**src/sv/csrc_pkg.sv**
```systemverilog
package csrc_pkg;

  localparam int CW = 16;           // coordinate width
  localparam int SZW = CW - 1;      // radius / size width
  localparam int PB = 16;           // projection fraction bits
  localparam int TW = PB + 1;       // t, 0 .. 2^PB
  localparam int DW = CW + 2;       // coordinate differences
  localparam int PW = 2 * DW;       // products of differences
  localparam int SW = PW + 1;       // sums of two products
  localparam int RW = SW + 1;       // divider remainder
  localparam int VW = DW + PB + 3;  // scaled offset to nearest point
  localparam int MW = 2 * CW + 2;   // magnitude of that offset
  localparam int HW = MW / 2;       // half of the magnitude, for split squaring
  localparam int QW = 2 * MW + 2;   // exact squared distance

  localparam logic KIND_SEG  = 1'b0;
  localparam logic KIND_RECT = 1'b1;

  localparam logic [TW-1:0] T_ONE_VAL = TW'(1) << PB;

  typedef enum logic [1:0] {
    T_ZERO,
    T_ONE,
    T_DIV
  } tcls_t;

  typedef struct packed {
    logic                 ehit;
    logic                 len0;
    tcls_t                tcls;
    logic signed [DW-1:0] offx;
    logic signed [DW-1:0] offy;
    logic signed [DW-1:0] dx;
    logic signed [DW-1:0] dy;
    logic [PW-1:0]        r2;
  } side_t;

  function automatic logic signed [DW-1:0] sext(input logic [CW-1:0] v);
    return {{(DW - CW){v[CW-1]}}, v};
  endfunction

  function automatic logic signed [DW-1:0] zext(input logic [SZW-1:0] v);
    return {{(DW - SZW){1'b0}}, v};
  endfunction

endpackage

```
**src/sv/csrc_div.sv**
```systemverilog
module csrc_div (
  input  logic                   clk,
  input  logic                   rst,
  input  logic                   en,
  input  logic                   in_valid,
  input  logic [csrc_pkg::RW-1:0] in_rem,
  input  logic [csrc_pkg::RW-1:0] in_den,
  input  csrc_pkg::side_t        in_side,
  output logic                   out_valid,
  output logic [csrc_pkg::PB-1:0] out_q,
  output logic [csrc_pkg::RW-1:0] out_den,
  output csrc_pkg::side_t        out_side
);

  // one quotient bit per stage, restoring
  logic [csrc_pkg::RW-1:0] rem [csrc_pkg::PB];
  logic [csrc_pkg::RW-1:0] den [csrc_pkg::PB];
  logic [csrc_pkg::PB-1:0] q   [csrc_pkg::PB];
  logic                    v   [csrc_pkg::PB];
  csrc_pkg::side_t         sd  [csrc_pkg::PB];

  for (genvar i = 0; i < csrc_pkg::PB; i++) begin : g_stage
    logic [csrc_pkg::RW-1:0] rem_in, den_in, sh;
    logic [csrc_pkg::PB-1:0] q_in;
    logic                    v_in, ge;
    csrc_pkg::side_t         sd_in;

    if (i == 0) begin : g_first
      assign rem_in = in_rem;
      assign den_in = in_den;
      assign q_in   = '0;
      assign v_in   = in_valid;
      assign sd_in  = in_side;
    end else begin : g_next
      assign rem_in = rem[i-1];
      assign den_in = den[i-1];
      assign q_in   = q[i-1];
      assign v_in   = v[i-1];
      assign sd_in  = sd[i-1];
    end

    assign sh = {rem_in[csrc_pkg::RW-2:0], 1'b0};
    assign ge = sh >= den_in;

    always_ff @(posedge clk) begin
      if (rst) begin
        v[i] <= 1'b0;
      end else if (en) begin
        v[i] <= v_in;
      end
    end

    always_ff @(posedge clk) begin
      if (en) begin
        rem[i] <= ge ? sh - den_in : sh;
        den[i] <= den_in;
        q[i]   <= {q_in[csrc_pkg::PB-2:0], ge};
        sd[i]  <= sd_in;
      end
    end
  end

  assign out_valid = v[csrc_pkg::PB-1];
  assign out_q     = q[csrc_pkg::PB-1];
  assign out_den   = den[csrc_pkg::PB-1];
  assign out_side  = sd[csrc_pkg::PB-1];

endmodule

```
**config.mk**
```make
export PLATFORM = sky130hd
export DESIGN_NAME = csrc_div
export DESIGN_NICKNAME = d
export VERILOG_FILES = /design/src/sv/csrc_pkg.sv /design/src/sv/csrc_div.sv
export SDC_FILE = /design/constraint.sdc
export NUM_CORES = 2
export LEC_CHECK = 0
export BUFFER_PORTS_ARGS = -buffer_cell sky130_fd_sc_hd__buf_2
export CAP_MARGIN = 20
export CORE_ASPECT_RATIO = 1.75
export CORE_UTILIZATION = 55
export CTS_CLUSTER_SIZE = 8
export DETAILED_ROUTE_END_ITERATION = 6
export PLACE_DENSITY = 0.84
export REMOVE_ABC_BUFFERS = 1
export SLEW_MARGIN = 20
export SYNTH_ARGS = -nofsm -noshare
export SYNTH_HDL_FRONTEND = slang
export SYNTH_SLANG_ARGS = --single-unit
```
**constraint.sdc**
```tcl
create_clock -name clk -period 10 [get_ports clk]
set_input_delay 0 -clock clk [delete_from_list [all_inputs] [get_ports clk]]
set_output_delay 0 -clock clk [all_outputs]
set_load 0.05 [all_outputs]
```
==> impl_metrics.py <==
metrics = {
    "sta": {
        "timing.slew.headroom": 0.261,
        "final-hold-violation-count": 0,
        "rsz0062_at_grt": "no",
        "max_freq_mhz": 200,
        "setup_violations": 0,
        "worst_pin_slew_ns": 1.10,
        "setup_tns_ns": 0,
        "fin_crit_sh": 0.499,
        "finClkSkew_ns": 0.0574,
        "period_needed_ns": 4.99,
        "fin_ws_ns": 5.01,
        "slew_violations": 0,
    },
    "pwr": {
        "vdd_ir_drop_max_uv": 199,
        "seq_power_share": 0.416,
        "power_density_mw_per_mm2": 280,
        "p_switching_mw": 13.2,
        "p_leak_nw": 59.1,
        "internal_power_mw": 29.3,
        "p_clk_frac": 0.298,
        "switching_share": 0.310,
        "p_comb_frac": 0.286,
    },
    "worst_setup_path": {
        "arrival_ns": 5.61,
        "crit_buf_inv": 1,
        "required_ns": 10.62,
        "cp_slowest_cell": "a2111oi_1",
        "critPathCaptureType": "flop",
        "path_cells": "ha_1 -> a21o_1 -> a21o_1 -> a2111oi_1 -> o22ai_1 -> a211oi_1 -> a211oi_1 -> a21oi_1 -> o21ai_1 -> a211oi_4 -> buf_4 -> mux2_2",
        "setup.worst_path.class": "reg -> reg",
        "path_max_fanout": 70,
        "critPathLaunchType": "flop",
        "path_delay_family": "compound AO/OA/AOI/OAI gates",
        "critPathMaxStageDelay_ns": 0.76,
    },
    "logic_synthesis": {
        "syn_inst": 8930,
        "synth_area_per_cell_um2": 14.7,
        "synth_edf_count": 3107,
        "yosys_warnings": 0,
        "synth-seq-cells": 3107,
        "ys_types": 89,
        "syn_area_mm2": 0.131,
        "synth_flop_cell": "edfxtp_1",
        "synthArstFlopShare": 0,
        "synth_seq_area_share": 0.713,
        "yosys.area.top_type": "edfxtp_1",
        "synth.area.top_cells": "edfxtp_1 (71%), ha_1 (5.8%), a21oi_1 (2.2%), o21ai_0 (2.2%), inv_1 (2.1%)",
        "synth_top_area_share": 0.713,
    },
    "route": {
        "route.met3.wl_um": 11100,
        "viasPerCell": 5.67,
        "first_iter_violations": 5535,
        "wl_met2_um": 147000,
        "route.detailed.drc": 0,
        "totalWireLength_um": 265000,
        "wl_met1_um": 91000,
        "first_pass_iters": 7,
        "wire_per_inst_um": 20.2,
        "postRouteAntennaNets": 0,
        "top_layer": "met5",
        "num_vias": 74277,
    },
    "clock_tree": {
        "postCtsSetupRepairBufs": 0,
        "worstSkewPairLatency_ns": 0.91,
        "cts_tree": "built",
        "htree_levels": 5,
        "cts_buffer_depth": 4,
        "cts_made_buffers": 431,
        "path_clk_slew_ns": 0.05,
        "cts_sinks": 3107,
        "root_buffer": "clkbuf_16",
    },
    "floorplanning": {
        "core-area_mm2": 0.236,
        "dieArea_mm2": 0.240,
        "rows": 236,
        "die_y_um": 647,
        "start_util": 0.554,
        "design.portCount": 359,
        "die_x_um": 371,
    },
    "global_routing": {
        "grt_antenna_before_repair": 17,
        "grt_pass1_vias": 78301,
        "grt.total_usage": 0.220,
        "overflow": 0,
        "grt_max_degree": 223,
        "grt_first_pass_wirelength_um": 413000,
    },
    "cells_and_area": {
        "syn_to_final_growth_pct": 15.9,
        "final_common_cell": "edfxtp_1",
        "drive_gt1_frac": 0.105,
        "nets": 10797,
        "layout_common_cells": "edfxtp_1 (3107), inv_1 (749), nand2_1 (649), ha_1 (607), o21ai_0 (569)",
    },
    "placed_design": {
        "place_ws_ns": 5.07,
        "hpwlAfterDp_um": 166000,
        "gp_congestion": 1.05,
        "port_buffers": 357,
    },
    "min_path": {
        "hold_class": "in -> reg",
    },
    "run_status": {
        "status": "finished, final reports clean",
    },
    "job": {
        "max-cap-violations": 0,
    },
}
power groups by stage:
stage	logic (mW)	clock network, mW	registers [mW]
global placement	11.3	0	17.7
CTS	12.0	12.9	17.6
finish	12.2	12.7	17.7
global route	13.4	13.4	17.8
floorplan	8.68	0	17.6
detailed placement	11.7	0	17.8
per-layer routing:
metal / up-vias / track usage
met5: - / 0
met4: 8 / 0.133
met3: 896 / 0.0307
met2: 2477 / 0.428
met1: 35697 / 0.215
li1: 35199 / -
area by class of cell:
type                            count  area, um^2
Sequential cell                  3107       93300
Fill cell                       16055       84600
Tap cell                         3094        3870
Inverter                          751        2820
Clock buffer                      440       10900
Multi-Input combinational cell   4880       34000
Timing Repair Buffer              812        6350
Antenna cell                        8        20.0
Clock inverter                     19         269
synth_stat cells, types with 18 or more instances:
library cell  count
edfxtp_1       3107
inv_1           749
nand2_1         649
ha_1            607
a21oi_1         570
o21ai_0         569
a21o_1          359
nor2_1          303
xnor2_1         280
xor2_1          201
clkbuf_1        151
mux2_2          128
nand3_1         113
nand4_1         102
nor2b_1          85
nand2b_1         77
o21bai_1         75
a31oi_1          65
o21a_1           65
nor3_1           64
and3_1           49
and2_1           41
o31ai_1          34
buf_2            33
mux2_1           30
a211oi_1         28
o21ai_1          27
nor4_1           26
a21boi_0         24
o211ai_1         20
a221oi_1         18
registers in the layout, indices dropped and copies added, names as in the netlist:
| register | flops |
|---|---|
| v | 16 |
| sd | 1792 |
| den | 608 |
| q | 136 |
| rem | 555 |
cells by family after synthesis:
| group | Yosys count | synth area share |
|---|---|---|
| AO/OA/AOI/OAI | 2031 | 0.0962 |
| buffers and inverters | 943 | 0.0275 |
| adder cells (fa/ha/maj) | 622 | 0.0603 |
| flip-flops | 3107 | 0.713 |
| multiplexers | 168 | 0.0144 |
| AND/OR/NAND/NOR | 1578 | 0.0562 |
| XOR/XNOR | 481 | 0.0322 |
worst min-delay path: cells and delay by family:
kind                       cells  cell delay [ns]
muxes                          1             0.06
adders and majority gates      1             0.16
buffers and inverters          2             0.63
final timing paths:
path              slack, ns          to        from  cells after the start
setup / recovery       5.01  rem[1][79]  rem[1][46]                     12
hold / removal         0.14   rem[0][1]   in_den[1]                      4
setup reg to reg       5.01  rem[1][79]  rem[1][46]                     12
hold reg to reg        0.39     q[5][3]     q[4][2]                      0
through the flow:
step | hold slack [ns] | instances | util | total power, mW | instance area [um^2]
floorplan | 0.0989 | 8738 | - | 26.3 | 130000
global placement | 0.176 | 12246 | 0.577 | 29.0 | 136000
detailed placement | 0.178 | 12246 | 0.577 | 29.5 | 136000
CTS | 0.0208 | 13102 | 0.642 | 42.5 | 152000
global route | 0.180 | 13108 | 0.642 | 44.6 | 152000
finish | 0.144 | 13111 | 0.642 | 42.5 | 152000
what timing repair did:
action / 4_1_cts / 5_1_grt
gates resized for setup: 0 / 0
hold endpoints to repair: 334 / 0
hold buffers: 397 / 0
endpoints found under the setup margin: 0 / 0
No activity file was read; power rests on OpenSTA's default activity.
